--- src/sv/lsos_pkg.sv ---
// ----------------------------------------------------------------------------
// lsos_pkg: shared types and constants for the lidar sector obstacle steer
// Command, configuration and action types, sector pattern codes, and the
// steering decision function.
// ----------------------------------------------------------------------------
package lsos_pkg;

  // field widths fixed by the sample and result formats
  localparam int POS_W    = 5;
  localparam int DIST_W   = 16;
  localparam int SECTOR_W = 5;
  localparam int ACTION_W = 3;

  // configuration port
  localparam int CFG_ADDR_W = 4;
  localparam int CFG_DATA_W = 32;
  localparam int REG_IDX_W  = 2;

  localparam logic [REG_IDX_W-1:0] REG_NEAR_LIMIT    = 2'd0;
  localparam logic [REG_IDX_W-1:0] REG_AVG_LIMIT     = 2'd1;
  localparam logic [REG_IDX_W-1:0] REG_STOP_DISTANCE = 2'd2;

  localparam logic [DIST_W-1:0] NEAR_LIMIT_RST    = 16'd25;
  localparam logic [DIST_W-1:0] AVG_LIMIT_RST     = 16'd150;
  localparam logic [DIST_W-1:0] STOP_DISTANCE_RST = 16'd35;

  // position register value meaning no position seen yet
  localparam logic [POS_W-1:0] POS_NONE = 5'd31;

  // command queue depth between front and back
  localparam int FIFO_DEPTH = 2;

  // sector pattern codes
  localparam int SECTOR_COUNT = 5;
  localparam logic [SECTOR_W-1:0] PAT_BLOCK_A  = 5'h17;
  localparam logic [SECTOR_W-1:0] PAT_BLOCK_B  = 5'h15;
  localparam logic [SECTOR_W-1:0] PAT_BLOCK_C  = 5'h1d;
  localparam logic [SECTOR_W-1:0] PAT_BLOCK_D  = 5'h1f;
  localparam logic [SECTOR_W-1:0] MASK_CENTER  = 5'h0e;

  typedef enum logic [ACTION_W-1:0] {
    ACT_NONE      = 3'd0,
    ACT_STOP_BACK = 3'd1,
    ACT_FORWARD   = 3'd2,
    ACT_LEFT      = 3'd3,
    ACT_RIGHT     = 3'd4
  } action_t;

  typedef enum logic [1:0] {
    CMD_IDLE = 2'd0,
    CMD_FILL = 2'd1,
    CMD_PROC = 2'd2
  } cmd_kind_t;

  typedef struct packed {
    cmd_kind_t          kind;
    logic [POS_W-1:0]   pos;
    logic [DIST_W-1:0]  distance;
  } cmd_t;

  typedef struct packed {
    logic [DIST_W-1:0] near_limit;
    logic [DIST_W-1:0] avg_limit;
    logic [DIST_W-1:0] stop_distance;
  } cfg_t;

  // steering choice from sector pattern and stop condition
  function automatic action_t lsos_choose(logic [SECTOR_W-1:0] p, logic at_stop);
    action_t act;
    if (p == PAT_BLOCK_A || p == PAT_BLOCK_B || p == PAT_BLOCK_C ||
        p == PAT_BLOCK_D || at_stop) begin
      act = ACT_STOP_BACK;
    end else if ((p & MASK_CENTER) == '0) begin
      act = ACT_FORWARD;
    end else if ({1'b0, p[4:3]} >= p[2:0]) begin
      act = ACT_LEFT;
    end else begin
      act = ACT_RIGHT;
    end
    return act;
  endfunction

endpackage

--- src/sv/lsos_in_if.sv ---
// ----------------------------------------------------------------------------
// lsos_in_if: sample channel
// Valid/ready channel carrying one scan position and its distance.
// ----------------------------------------------------------------------------
interface lsos_in_if;
  logic        valid;
  logic        ready;
  logic [4:0]  scan_position;
  logic [15:0] distance;

  modport source (output valid, output scan_position, output distance, input ready);
  modport sink (input valid, input scan_position, input distance, output ready);
endinterface

--- src/sv/lsos_out_if.sv ---
// ----------------------------------------------------------------------------
// lsos_out_if: result channel
// Valid/ready channel carrying one steering result per sample.
// ----------------------------------------------------------------------------
interface lsos_out_if;
  logic        valid;
  logic        ready;
  logic        scan_valid;
  logic [15:0] nearest;
  logic        cold_zone;
  logic [4:0]  sector_bits;
  logic [2:0]  action;

  modport source (output valid, output scan_valid, output nearest, output cold_zone,
                  output sector_bits, output action, input ready);
  modport sink (input valid, input scan_valid, input nearest, input cold_zone,
                input sector_bits, input action, output ready);
endinterface

--- src/sv/lidar_sector_obstacle_steer.sv ---
// ----------------------------------------------------------------------------
// lidar_sector_obstacle_steer: obstacle detection and steering from a lidar
// Flow: a sample in the fill phase, a repeat or an out-of-range slot passes
//   through the command queue to a registered idle result; a full-store
//   sample walks the window in ST_WALK and its result is registered in ST_DONE.
// Throughput: the single compare and add unit walks the window one slot per
//   cycle, so no new command is taken until the full-store result is registered;
//   idle and fill samples pass at one per cycle while the result channel is free.
// Reset: synchronous, active low; restores register defaults and clears the
//   distance store, near bits and fill state at once, no clearing pass.
// ----------------------------------------------------------------------------
module lidar_sector_obstacle_steer #(
  parameter int SLOT_COUNT   = 20,
  parameter int WINDOW_WIDTH = 20
) (
  input  logic                                clk,
  input  logic                                rst_n,
  lsos_in_if.sink                             in_ch,
  lsos_out_if.source                          out_ch,
  input  logic                                psel,
  input  logic                                penable,
  input  logic                                pwrite,
  input  logic [lsos_pkg::CFG_ADDR_W-1:0]     paddr,
  input  logic [lsos_pkg::CFG_DATA_W-1:0]     pwdata,
  output logic [lsos_pkg::CFG_DATA_W-1:0]     prdata,
  output logic                                pready
);
  import lsos_pkg::*;

  cfg_t                   cfg_r, cfg_nxt;
  logic                   cfg_write;
  logic [REG_IDX_W-1:0]   reg_idx;
  logic                   push_valid, push_ready;
  cmd_t                   push_data;
  logic                   pop_valid, pop;
  cmd_t                   pop_data;

  // register file
  assign pready    = 1'b1;
  assign reg_idx   = paddr[CFG_ADDR_W-1:2];
  assign cfg_write = psel && penable && pwrite && pready;

  always_comb begin
    cfg_nxt = cfg_r;
    if (cfg_write) begin
      case (reg_idx)
        REG_NEAR_LIMIT:    cfg_nxt.near_limit    = pwdata[DIST_W-1:0];
        REG_AVG_LIMIT:     cfg_nxt.avg_limit     = pwdata[DIST_W-1:0];
        REG_STOP_DISTANCE: cfg_nxt.stop_distance = pwdata[DIST_W-1:0];
        default:           cfg_nxt = cfg_r;
      endcase
    end
  end

  always_comb begin
    case (reg_idx)
      REG_NEAR_LIMIT:    prdata = CFG_DATA_W'(cfg_r.near_limit);
      REG_AVG_LIMIT:     prdata = CFG_DATA_W'(cfg_r.avg_limit);
      REG_STOP_DISTANCE: prdata = CFG_DATA_W'(cfg_r.stop_distance);
      default:           prdata = '0;
    endcase
  end

  always_ff @(posedge clk) begin
    if (!rst_n) begin
      cfg_r.near_limit    <= NEAR_LIMIT_RST;
      cfg_r.avg_limit     <= AVG_LIMIT_RST;
      cfg_r.stop_distance <= STOP_DISTANCE_RST;
    end else begin
      cfg_r <= cfg_nxt;
    end
  end

  // sample classifier
  lsos_front #(
    .SLOT_COUNT   (SLOT_COUNT),
    .WINDOW_WIDTH (WINDOW_WIDTH)
  ) u_front (
    .clk        (clk),
    .rst_n      (rst_n),
    .in_ch      (in_ch),
    .push_valid (push_valid),
    .push_ready (push_ready),
    .push_data  (push_data)
  );

  // command queue
  lsos_fifo u_fifo (
    .clk        (clk),
    .rst_n      (rst_n),
    .push_valid (push_valid),
    .push_ready (push_ready),
    .push_data  (push_data),
    .pop_valid  (pop_valid),
    .pop        (pop),
    .pop_data   (pop_data)
  );

  // window evaluator
  lsos_back #(
    .SLOT_COUNT   (SLOT_COUNT),
    .WINDOW_WIDTH (WINDOW_WIDTH)
  ) u_back (
    .clk       (clk),
    .rst_n     (rst_n),
    .cmd_valid (pop_valid),
    .cmd_data  (pop_data),
    .cmd_pop   (pop),
    .cfg       (cfg_r),
    .out_ch    (out_ch)
  );

endmodule

--- src/sv/lsos_fifo.sv ---
// ----------------------------------------------------------------------------
// lsos_fifo: command queue
// Small register queue that decouples sample classification from execution.
// ----------------------------------------------------------------------------
module lsos_fifo (
  input  logic          clk,
  input  logic          rst_n,
  input  logic          push_valid,
  output logic          push_ready,
  input  lsos_pkg::cmd_t push_data,
  output logic          pop_valid,
  input  logic          pop,
  output lsos_pkg::cmd_t pop_data
);
  import lsos_pkg::*;

  localparam int PTR_W = $clog2(FIFO_DEPTH);
  localparam int CNT_W = $clog2(FIFO_DEPTH + 1);

  cmd_t             entry_r [FIFO_DEPTH];
  logic [PTR_W-1:0] wr_ptr_r, wr_ptr_nxt;
  logic [PTR_W-1:0] rd_ptr_r, rd_ptr_nxt;
  logic [CNT_W-1:0] count_r, count_nxt;
  logic             do_push, do_pop;

  assign push_ready = (count_r != CNT_W'(FIFO_DEPTH));
  assign pop_valid  = (count_r != '0);
  assign pop_data   = entry_r[rd_ptr_r];
  assign do_push    = push_valid && push_ready;
  assign do_pop     = pop && pop_valid;

  // pointer and occupancy update
  always_comb begin
    wr_ptr_nxt = wr_ptr_r;
    rd_ptr_nxt = rd_ptr_r;
    count_nxt  = count_r;
    if (do_push) begin
      wr_ptr_nxt = (wr_ptr_r == PTR_W'(FIFO_DEPTH - 1)) ? '0 : wr_ptr_r + 1'b1;
    end
    if (do_pop) begin
      rd_ptr_nxt = (rd_ptr_r == PTR_W'(FIFO_DEPTH - 1)) ? '0 : rd_ptr_r + 1'b1;
    end
    case ({do_push, do_pop})
      2'b10:   count_nxt = count_r + 1'b1;
      2'b01:   count_nxt = count_r - 1'b1;
      default: count_nxt = count_r;
    endcase
  end

  always_ff @(posedge clk) begin
    if (!rst_n) begin
      wr_ptr_r <= '0;
      rd_ptr_r <= '0;
      count_r  <= '0;
    end else begin
      wr_ptr_r <= wr_ptr_nxt;
      rd_ptr_r <= rd_ptr_nxt;
      count_r  <= count_nxt;
    end
  end

  // entry storage
  always_ff @(posedge clk) begin
    if (do_push) begin
      entry_r[wr_ptr_r] <= push_data;
    end
  end

endmodule

--- src/sv/lsos_front.sv ---
// ----------------------------------------------------------------------------
// lsos_front: sample classifier
// Accepts samples, marks repeats and out-of-range slots as idle, tracks the fill
// phase and queues a command for each accepted sample.
// ----------------------------------------------------------------------------
module lsos_front #(
  parameter int SLOT_COUNT   = 20,
  parameter int WINDOW_WIDTH = 20
) (
  input  logic           clk,
  input  logic           rst_n,
  lsos_in_if.sink        in_ch,
  output logic           push_valid,
  input  logic           push_ready,
  output lsos_pkg::cmd_t push_data
);
  import lsos_pkg::*;

  localparam int SKIP      = (SLOT_COUNT - WINDOW_WIDTH) / 2;
  localparam int WIN_SLOTS = SLOT_COUNT - 2 * SKIP;
  localparam int FILL_W    = $clog2(WIN_SLOTS + 1);

  logic [POS_W-1:0]  prev_pos_r, prev_pos_nxt;
  logic [FILL_W-1:0] fill_count_r, fill_count_nxt;
  logic              store_full_r, store_full_nxt;
  logic              accept;
  logic              skip_sample;

  assign in_ch.ready = push_ready;
  assign push_valid  = in_ch.valid;
  assign accept      = in_ch.valid && push_ready;

  // repeat of last slot or slot beyond the store
  assign skip_sample = (in_ch.scan_position == prev_pos_r) ||
                       ({1'b0, in_ch.scan_position} >= (POS_W + 1)'(SLOT_COUNT));

  // classify and advance the fill phase
  always_comb begin
    prev_pos_nxt       = prev_pos_r;
    fill_count_nxt     = fill_count_r;
    store_full_nxt     = store_full_r;
    push_data.pos      = in_ch.scan_position;
    push_data.distance = in_ch.distance;
    push_data.kind     = CMD_PROC;
    if (skip_sample) begin
      push_data.kind = CMD_IDLE;
    end else begin
      if (accept) begin
        prev_pos_nxt = in_ch.scan_position;
      end
      if (!store_full_r) begin
        if (fill_count_r < FILL_W'(WIN_SLOTS)) begin
          push_data.kind = CMD_FILL;
          if (accept) begin
            fill_count_nxt = fill_count_r + 1'b1;
          end
        end else if (accept) begin
          store_full_nxt = 1'b1;
        end
      end
    end
  end

  always_ff @(posedge clk) begin
    if (!rst_n) begin
      prev_pos_r   <= POS_NONE;
      fill_count_r <= '0;
      store_full_r <= 1'b0;
    end else begin
      prev_pos_r   <= prev_pos_nxt;
      fill_count_r <= fill_count_nxt;
      store_full_r <= store_full_nxt;
    end
  end

  a_fill_bound: assert property (@(posedge clk) disable iff (!rst_n)
    fill_count_r <= FILL_W'(WIN_SLOTS))
    else $error("fill count beyond window size");

  a_full_after_fill: assert property (@(posedge clk) disable iff (!rst_n)
    store_full_r |-> fill_count_r == FILL_W'(WIN_SLOTS))
    else $error("store marked full before fill phase completed");

endmodule

--- src/sv/lsos_back.sv ---
// ----------------------------------------------------------------------------
// lsos_back: window evaluator
// Writes samples to the distance store, walks the window with one shared
// compare and add unit, folds near bits into sectors and picks the action.
// ----------------------------------------------------------------------------
module lsos_back #(
  parameter int SLOT_COUNT   = 20,
  parameter int WINDOW_WIDTH = 20
) (
  input  logic           clk,
  input  logic           rst_n,
  input  logic           cmd_valid,
  input  lsos_pkg::cmd_t cmd_data,
  output logic           cmd_pop,
  input  lsos_pkg::cfg_t cfg,
  lsos_out_if.source     out_ch
);
  import lsos_pkg::*;

  localparam int SKIP      = (SLOT_COUNT - WINDOW_WIDTH) / 2;
  localparam int WIN_SLOTS = SLOT_COUNT - 2 * SKIP;
  localparam int WIN_END   = SLOT_COUNT - SKIP;
  localparam int SPAN      = WINDOW_WIDTH / SECTOR_COUNT;
  localparam int INNER_MIN = 2 * (SPAN / 2);
  localparam int IDX_W     = $clog2(SLOT_COUNT);
  localparam int SUM_W     = DIST_W + $clog2(WIN_SLOTS);
  localparam int CMP_W     = SUM_W + 1;
  localparam logic [IDX_W-1:0] IDX_FIRST = IDX_W'(SKIP);
  localparam logic [IDX_W-1:0] IDX_LAST  = IDX_W'(WIN_END - 1);

  typedef enum logic [2:0] {
    ST_IDLE = 3'b001,
    ST_WALK = 3'b010,
    ST_DONE = 3'b100
  } back_state_t;

  back_state_t          state_r, state_nxt;
  logic [DIST_W-1:0]    store_r [SLOT_COUNT];
  logic [DIST_W-1:0]    store_nxt [SLOT_COUNT];
  logic [SLOT_COUNT-1:0] near_r, near_nxt;
  logic [IDX_W-1:0]     idx_r, idx_nxt;
  logic [DIST_W-1:0]    min_r, min_nxt;
  logic [SUM_W-1:0]     sum_r, sum_nxt;
  logic                 zone_r, zone_nxt;
  logic [SECTOR_W-1:0]  sector_r, sector_nxt;

  logic                 out_valid_r, out_valid_nxt;
  logic                 out_scan_valid_r, out_scan_valid_nxt;
  logic [DIST_W-1:0]    out_nearest_r, out_nearest_nxt;
  logic                 out_cold_r, out_cold_nxt;
  logic [SECTOR_W-1:0]  out_sector_r, out_sector_nxt;
  action_t              out_action_r, out_action_nxt;

  logic                 out_free;
  logic [IDX_W-1:0]     wr_idx;
  logic [DIST_W-1:0]    rd_dist;
  logic [2:0]           sec_cnt [SECTOR_COUNT];
  logic [SECTOR_W-1:0]  pattern;
  logic [CMP_W-1:0]     zone_thr;
  logic                 zone_cold;
  logic                 at_stop;

  assign out_free = !out_valid_r || out_ch.ready;
  assign wr_idx   = cmd_data.pos[IDX_W-1:0];
  assign rd_dist  = store_r[idx_r];

  // near bits folded into five sectors
  always_comb begin
    for (int k = 0; k < SECTOR_COUNT; k++) begin
      sec_cnt[k] = '0;
      for (int i = 0; i < SPAN; i++) begin
        sec_cnt[k] = sec_cnt[k] + 3'(near_r[SKIP + k * SPAN + i]);
      end
    end
    pattern[4] = (sec_cnt[0] != '0);
    pattern[3] = (sec_cnt[1] >= 3'(INNER_MIN));
    pattern[2] = (sec_cnt[2] >= 3'(INNER_MIN));
    pattern[1] = (sec_cnt[3] >= 3'(INNER_MIN));
    pattern[0] = (sec_cnt[4] != '0);
  end

  // average above limit: sum >= (limit + 1) * width
  assign zone_thr  = CMP_W'((32'(cfg.avg_limit) + 32'd1) * 32'(WINDOW_WIDTH));
  assign zone_cold = !(CMP_W'(sum_r) < zone_thr);
  assign at_stop   = (min_r <= cfg.stop_distance);

  // sequencer
  always_comb begin
    state_nxt          = state_r;
    store_nxt          = store_r;
    near_nxt           = near_r;
    idx_nxt            = idx_r;
    min_nxt            = min_r;
    sum_nxt            = sum_r;
    zone_nxt           = zone_r;
    sector_nxt         = sector_r;
    out_valid_nxt      = out_valid_r && !out_ch.ready;
    out_scan_valid_nxt = out_scan_valid_r;
    out_nearest_nxt    = out_nearest_r;
    out_cold_nxt       = out_cold_r;
    out_sector_nxt     = out_sector_r;
    out_action_nxt     = out_action_r;
    cmd_pop            = 1'b0;
    case (state_r)
      ST_IDLE: begin
        if (cmd_valid) begin
          if (cmd_data.kind == CMD_PROC) begin
            cmd_pop           = 1'b1;
            store_nxt[wr_idx] = cmd_data.distance;
            near_nxt[wr_idx]  = (cmd_data.distance < cfg.near_limit);
            idx_nxt           = IDX_FIRST;
            min_nxt           = '1;
            sum_nxt           = '0;
            state_nxt         = ST_WALK;
          end else if (out_free) begin
            // idle result, store written during the fill phase
            cmd_pop = 1'b1;
            if (cmd_data.kind == CMD_FILL) begin
              store_nxt[wr_idx] = cmd_data.distance;
            end
            out_valid_nxt      = 1'b1;
            out_scan_valid_nxt = 1'b0;
            out_nearest_nxt    = '0;
            out_cold_nxt       = zone_r;
            out_sector_nxt     = sector_r;
            out_action_nxt     = ACT_NONE;
          end
        end
      end
      ST_WALK: begin
        min_nxt = (rd_dist < min_r) ? rd_dist : min_r;
        sum_nxt = sum_r + SUM_W'(rd_dist);
        if (idx_r == IDX_LAST) begin
          state_nxt = ST_DONE;
        end else begin
          idx_nxt = idx_r + 1'b1;
        end
      end
      ST_DONE: begin
        if (out_free) begin
          zone_nxt           = zone_cold;
          sector_nxt         = pattern;
          out_valid_nxt      = 1'b1;
          out_scan_valid_nxt = 1'b1;
          out_nearest_nxt    = min_r;
          out_cold_nxt       = zone_cold;
          out_sector_nxt     = pattern;
          out_action_nxt     = lsos_choose(pattern, at_stop);
          state_nxt          = ST_IDLE;
        end
      end
      default: begin
        state_nxt = ST_IDLE;
      end
    endcase
  end

  // control and model state
  always_ff @(posedge clk) begin
    if (!rst_n) begin
      state_r     <= ST_IDLE;
      near_r      <= '0;
      zone_r      <= 1'b0;
      sector_r    <= '0;
      out_valid_r <= 1'b0;
      for (int s = 0; s < SLOT_COUNT; s++) begin
        store_r[s] <= '0;
      end
    end else begin
      state_r     <= state_nxt;
      near_r      <= near_nxt;
      zone_r      <= zone_nxt;
      sector_r    <= sector_nxt;
      out_valid_r <= out_valid_nxt;
      store_r     <= store_nxt;
    end
  end

  // walk accumulators and result payload
  always_ff @(posedge clk) begin
    idx_r            <= idx_nxt;
    min_r            <= min_nxt;
    sum_r            <= sum_nxt;
    out_scan_valid_r <= out_scan_valid_nxt;
    out_nearest_r    <= out_nearest_nxt;
    out_cold_r       <= out_cold_nxt;
    out_sector_r     <= out_sector_nxt;
    out_action_r     <= out_action_nxt;
  end

  assign out_ch.valid       = out_valid_r;
  assign out_ch.scan_valid  = out_scan_valid_r;
  assign out_ch.nearest     = out_nearest_r;
  assign out_ch.cold_zone   = out_cold_r;
  assign out_ch.sector_bits = out_sector_r;
  assign out_ch.action      = out_action_r;

  a_walk_in_window: assert property (@(posedge clk) disable iff (!rst_n)
    state_r == ST_WALK |-> (idx_r >= IDX_FIRST && idx_r <= IDX_LAST))
    else $error("walk index outside scan window");

  a_idle_result_form: assert property (@(posedge clk) disable iff (!rst_n)
    (out_valid_r && !out_scan_valid_r) |->
      (out_nearest_r == '0 && out_action_r == ACT_NONE))
    else $error("idle result carries nearest or action");

endmodule

--- src/flat_wrapper.sv ---
// flat-port wrapper written by rule: the top's interface ports become plain ports
module lidar_sector_obstacle_steer_flat import lsos_pkg::*;
#(
  parameter int SLOT_COUNT   = 20,
  parameter int WINDOW_WIDTH = 20
)
  (clk, rst_n, psel, penable, pwrite, paddr, pwdata, prdata, pready, in_ch_valid, in_ch_scan_position, in_ch_distance, in_ch_ready, out_ch_valid, out_ch_scan_valid, out_ch_nearest, out_ch_cold_zone, out_ch_sector_bits, out_ch_action, out_ch_ready);
  lsos_in_if in_ch_i ();
  lsos_out_if out_ch_i ();
  input  logic clk;
  input  logic rst_n;
  input  logic psel;
  input  logic penable;
  input  logic pwrite;
  input  logic [lsos_pkg::CFG_ADDR_W-1:0] paddr;
  input  logic [lsos_pkg::CFG_DATA_W-1:0] pwdata;
  output logic [lsos_pkg::CFG_DATA_W-1:0] prdata;
  output logic pready;
  input wire logic [$bits(in_ch_i.valid)-1:0] in_ch_valid;
  input wire logic [$bits(in_ch_i.scan_position)-1:0] in_ch_scan_position;
  input wire logic [$bits(in_ch_i.distance)-1:0] in_ch_distance;
  output wire logic [$bits(in_ch_i.ready)-1:0] in_ch_ready;
  output wire logic [$bits(out_ch_i.valid)-1:0] out_ch_valid;
  output wire logic [$bits(out_ch_i.scan_valid)-1:0] out_ch_scan_valid;
  output wire logic [$bits(out_ch_i.nearest)-1:0] out_ch_nearest;
  output wire logic [$bits(out_ch_i.cold_zone)-1:0] out_ch_cold_zone;
  output wire logic [$bits(out_ch_i.sector_bits)-1:0] out_ch_sector_bits;
  output wire logic [$bits(out_ch_i.action)-1:0] out_ch_action;
  input wire logic [$bits(out_ch_i.ready)-1:0] out_ch_ready;
  assign in_ch_i.valid = in_ch_valid;
  assign in_ch_i.scan_position = in_ch_scan_position;
  assign in_ch_i.distance = in_ch_distance;
  assign in_ch_ready = in_ch_i.ready;
  assign out_ch_valid = out_ch_i.valid;
  assign out_ch_scan_valid = out_ch_i.scan_valid;
  assign out_ch_nearest = out_ch_i.nearest;
  assign out_ch_cold_zone = out_ch_i.cold_zone;
  assign out_ch_sector_bits = out_ch_i.sector_bits;
  assign out_ch_action = out_ch_i.action;
  assign out_ch_i.ready = out_ch_ready;
  lidar_sector_obstacle_steer #(.SLOT_COUNT(SLOT_COUNT), .WINDOW_WIDTH(WINDOW_WIDTH)) u_core (.clk(clk), .rst_n(rst_n), .in_ch(in_ch_i), .out_ch(out_ch_i), .psel(psel), .penable(penable), .pwrite(pwrite), .paddr(paddr), .pwdata(pwdata), .prdata(prdata), .pready(pready));
endmodule
--- config.mk ---
export PLATFORM = sky130hd
export DESIGN_NAME = lidar_sector_obstacle_steer_flat
export DESIGN_NICKNAME = d
export VERILOG_FILES = /design/src/sv/lsos_pkg.sv /design/src/sv/lsos_in_if.sv /design/src/sv/lsos_out_if.sv /design/src/sv/lidar_sector_obstacle_steer.sv /design/src/sv/lsos_fifo.sv /design/src/sv/lsos_front.sv /design/src/sv/lsos_back.sv /design/src/flat_wrapper.sv
export SDC_FILE = /design/constraint.sdc
export NUM_CORES = 1
export LEC_CHECK = 0
export ABC_AREA = 0
export BUFFER_PORTS_ARGS = -buffer_cell sky130_fd_sc_hd__buf_4
export CAP_MARGIN = 20
export CORE_ASPECT_RATIO = 1.25
export CORE_MARGIN = 1.5
export CORE_UTILIZATION = 51
export CTS_BUF_LIST = sky130_fd_sc_hd__clkbuf_8
export CTS_CLUSTER_SIZE = 24
export DETAILED_ROUTE_END_ITERATION = 6
export GPL_TIMING_DRIVEN = 1
export PLACE_DENSITY = 0.76
export SLEW_MARGIN = 20
export SYNTH_ARGS = -nofsm -noshare
export SYNTH_HDL_FRONTEND = slang
export SYNTH_SLANG_ARGS = --single-unit
--- constraint.sdc ---
create_clock -name clk -period 7.7 [get_ports clk]
set_input_delay 0.77 -clock clk [delete_from_list [all_inputs] [get_ports clk]]
set_output_delay 0.77 -clock clk [all_outputs]
set_load 0.05 [all_outputs]
==> summary.md <==
| Metric | Value |
|---|---|
| Final Hold Fails | 0 |
| Final setup fails | 0 |
| Hold WC Path Type | in -> reg |
| CTS buffer count | 86 |
| Top post-synthesis cells by area | dfxtp_1, edfxtp_1, o211a_1, mux4_2, nand2_1 |
| Chip Width | 208 microns |
| Uppermost layer routed | met5 |
| Register area share after synthesis | 43.8% |
| Max FO, Critical Path | 6 |
| Post-DRT Antenna Nets | 0 |
| PostCTS Resize Cnt | 0 |
| Yosys top cell area share | 31.0% |
| Tcrit/Tclk final | 67.9% |
| Hold_buf cts | 0 |
| R2R Setup Slk | 2.47 ns |
| Ports | 125 |
| Met2 wire len | 33,400 microns |
| Synth top cells by count | nand2_1, dfxtp_1, o211a_1, clkbuf_1, ha_1 |
| IO Port Bufs | 89 |
| Metal-1 WL | 25,600 microns |
| Critical Path End Type | register |
| Die Span Y | 259 microns |
| DP Wirelength | 43,900 microns |
| Max_cap viols | 0 |
| Routed WL per cell | 19.8 microns |
| Num Clock Sinks | 528 |
| Initial antenna violation count | 2 |
| Worst Path Required | 8.11 ns |
| #FFs+latches synth | 528 |
| Period minus WS final | 5.23 ns |
| Synth Cell Area | 26,700 sq um |
| Nets | 2,802 |
| P&R area growth vs syn | 9.91% |
| Share of cells above drive strength 1 | 15.3% |
| Least-Margin Pin Slew | 1.03 ns |
| Fmax achieved | 0.191 GHz |
| Maximum vdd drop | 0.173 mV |
| Vias in the first global route | 20,000 |
| Largest net degree at the start of global routing | 135 |
| Clock input transition at the sequential cells of the worst setup and hold paths | 0.07 ns |
| Layout Utilization | 56.9% |
| # fillers | 4,333 |
| Overflow after GRT | 0 |
| Most numerous cell in the Yosys netlist | nand2_1 |
| Synthesized area per cell | 10.2 sq um |
| CTS H-tree lvls | 3 |
| GRT Util Overall | 24.4% |
| Cell taking the most area after synthesis | dfxtp_1 |
| Setup TNS | 0 ns |
| Die area | 53,800 sq um |
| WL met3 | 4080 microns |
| Clock tree from TritonCTS | done |
| Clock root cell | clkbuf_8 |
| Drt via density | 5.97 |
| Startpoint Class | register |
| Final hold slack | 0.292 ns |
| First-pass GRT wire length | 105,000 microns |
| RSZ-0062 raised after global routing | false |
| Fraction of registers with async set/reset | 0% |
| Area of the core | 51,700 sq um |
| Clock insertion delay at the later pin of the skew report | 0.68 ns |
| 1st-iter DRT viols | 1,489 |
| Final wirelength | 66,400 microns |
| PwrDens | 246 nW/um^2 |
| Ys flop type | dfxtp_1 |
| Detailed-route DRC error count | 0 |
| Placer Congestion | 0.950 |
| Setup CP Type | reg -> reg |
| Synth unique cells | 69 |
| Longest Clk Path Bufs | 3 |
| WP data arrival | 5.64 ns |
| Starting Density | 51.8% |
| Cell row count | 93 |
| Status | completed |
| 1st-pass router iterations | 6 |
| Slew Limit Fails | 0 |
| Total number of vias | 20,000 |
| Post-Synthesis Cells | 2,617 |
| Slew margin rel. | 31.2% |
| Yosys warnings | 0 |
| Setup bufs post-CTS | 0 |
| Worst clock skew | 0.0395 ns |
| Number of synthesized flops with an enable pin | 114 |
| Lkg Pwr | 15.1 nW |
-- area by class of cell --
type | instances | area [sq um] | area share (%)
Clock buffer | 102 | 1400 | 4.78
Tap cell | 665 | 832 | 2.83
Sequential cell | 528 | 11700 | 39.9
Inverter | 111 | 417 | 1.42
Clock inverter | 57 | 329 | 1.12
Antenna cell | 1 | 2.50 | 0.00852
Timing Repair Buffer | 137 | 1070 | 3.65
Multi-Input combinational cell | 1750 | 13600 | 46.3
-- cells in the final DEF, fill, tap and decap left out, types with 12 or more instances in the layout --
cell	instances
clkbuf_8	102
and2_1	23
o211ai_1	12
buf_4	133
nor3_1	21
a21oi_1	39
mux2i_2	12
clkinv_1	15
o31ai_1	21
nand2_1	505
xnor2_1	24
nand3_1	69
a21o_1	21
nor2_1	67
mux2i_1	31
conb_1	17
a21boi_0	48
dfxtp_1	413
mux4_2	94
o21a_1	13
inv_1	128
o21ai_0	59
o211a_1	324
nand2b_1	32
ha_1	117
clkinv_2	16
xor2_1	23
a22o_1	14
edfxtp_1	114
nor2b_1	15
-- critical path, cell delays in order, from the launching register on --
cell	delay, ns
dfxtp_1	0.52
and3_1	0.24
and3_1	0.26
nand3_1	0.22
nor3_1	0.25
xor2_1	0.28
ha_1	0.29
ha_1	0.33
o211a_1	0.21
a2111o_1	0.40
a31oi_1	0.19
nor3b_1	0.09
o21a_1	0.17
o211ai_1	0.18
ha_1	0.27
a2111o_1	0.44
o32ai_1	0.32
a31oi_1	0.12
o21ai_0	0.10
o21ai_0	0.09
-- sequential cells by signal, summed over array words and instances (netlist names), 16 cells and up, named ones only --
| signal | cells |
|---|---|
| u_core.u_fifo.entry_r | 46 |
| u_core.cfg_r | 48 |
| u_core.u_back.min_r | 16 |
| u_core.u_back.out_ch.nearest | 16 |
| u_core.u_back.near_r | 20 |
| u_core.u_back.store_r | 320 |
| u_core.u_back.sum_r | 21 |
-- stage by stage --
stage               worst slack, ns  cells  total power [mW]  cell area [sq um]
finish                         2.47   3351              7.23              29400
detailed placement             2.44   3190              4.84              27600
floorplan                      2.32   2632              4.33              26800
global route                   2.09   3351              7.53              29400
global placement               2.35   3189              4.78              27600
CTS                            2.43   3349              7.27              29300
-- power breakdown --
part,internal [mW],leakage [nW],total (mW),switching [mW]
clock,1.28,0.958,2.44,1.16
sequential,3.08,4.37,3.22,0.144
combinational,0.502,9.82,1.57,1.07
-- worst paths after layout --
path / startpoint / end / cells after the start
min: in_ch_distance[12] / u_core.u_fifo.entry_r[0][12]$_DFFE_PP_ / 1
max: u_core.cfg_r[19]$_SDFFE_PN0P_ / u_core.u_back.out_ch.cold_zone$_DFFE_PP_ / 19
max reg2reg: u_core.cfg_r[19]$_SDFFE_PN0P_ / u_core.u_back.out_ch.cold_zone$_DFFE_PP_ / 19
min reg2reg: u_core.u_front.fill_count_r[4]$_SDFFE_PN0P_ / u_core.u_front.fill_count_r[4]$_SDFFE_PN0P_ / 1
-- per-layer routing --
metal / vias up / global-route usage [%]
li1: 9408 / -
met1: 9803 / 27.3
met2: 629 / 44.1
met3: 165 / 3.99
met4: 2 / 13.7
met5: - / 0
-- logic make-up (layout without fill, tap and decap cells) --
logic type	Yosys count	count (layout)	share of synthesized area, %
fa+ha+maj	124	124	6.00
simple gates	811	811	13.3
compound gates	608	608	19.4
buf+inv	354	407	6.16
xor+xnor	47	47	1.54
mux	143	143	9.76
flops	528	528	43.8
other cells	2	18	0.0281
Note: power is estimated with default switching activity, not from simulation.
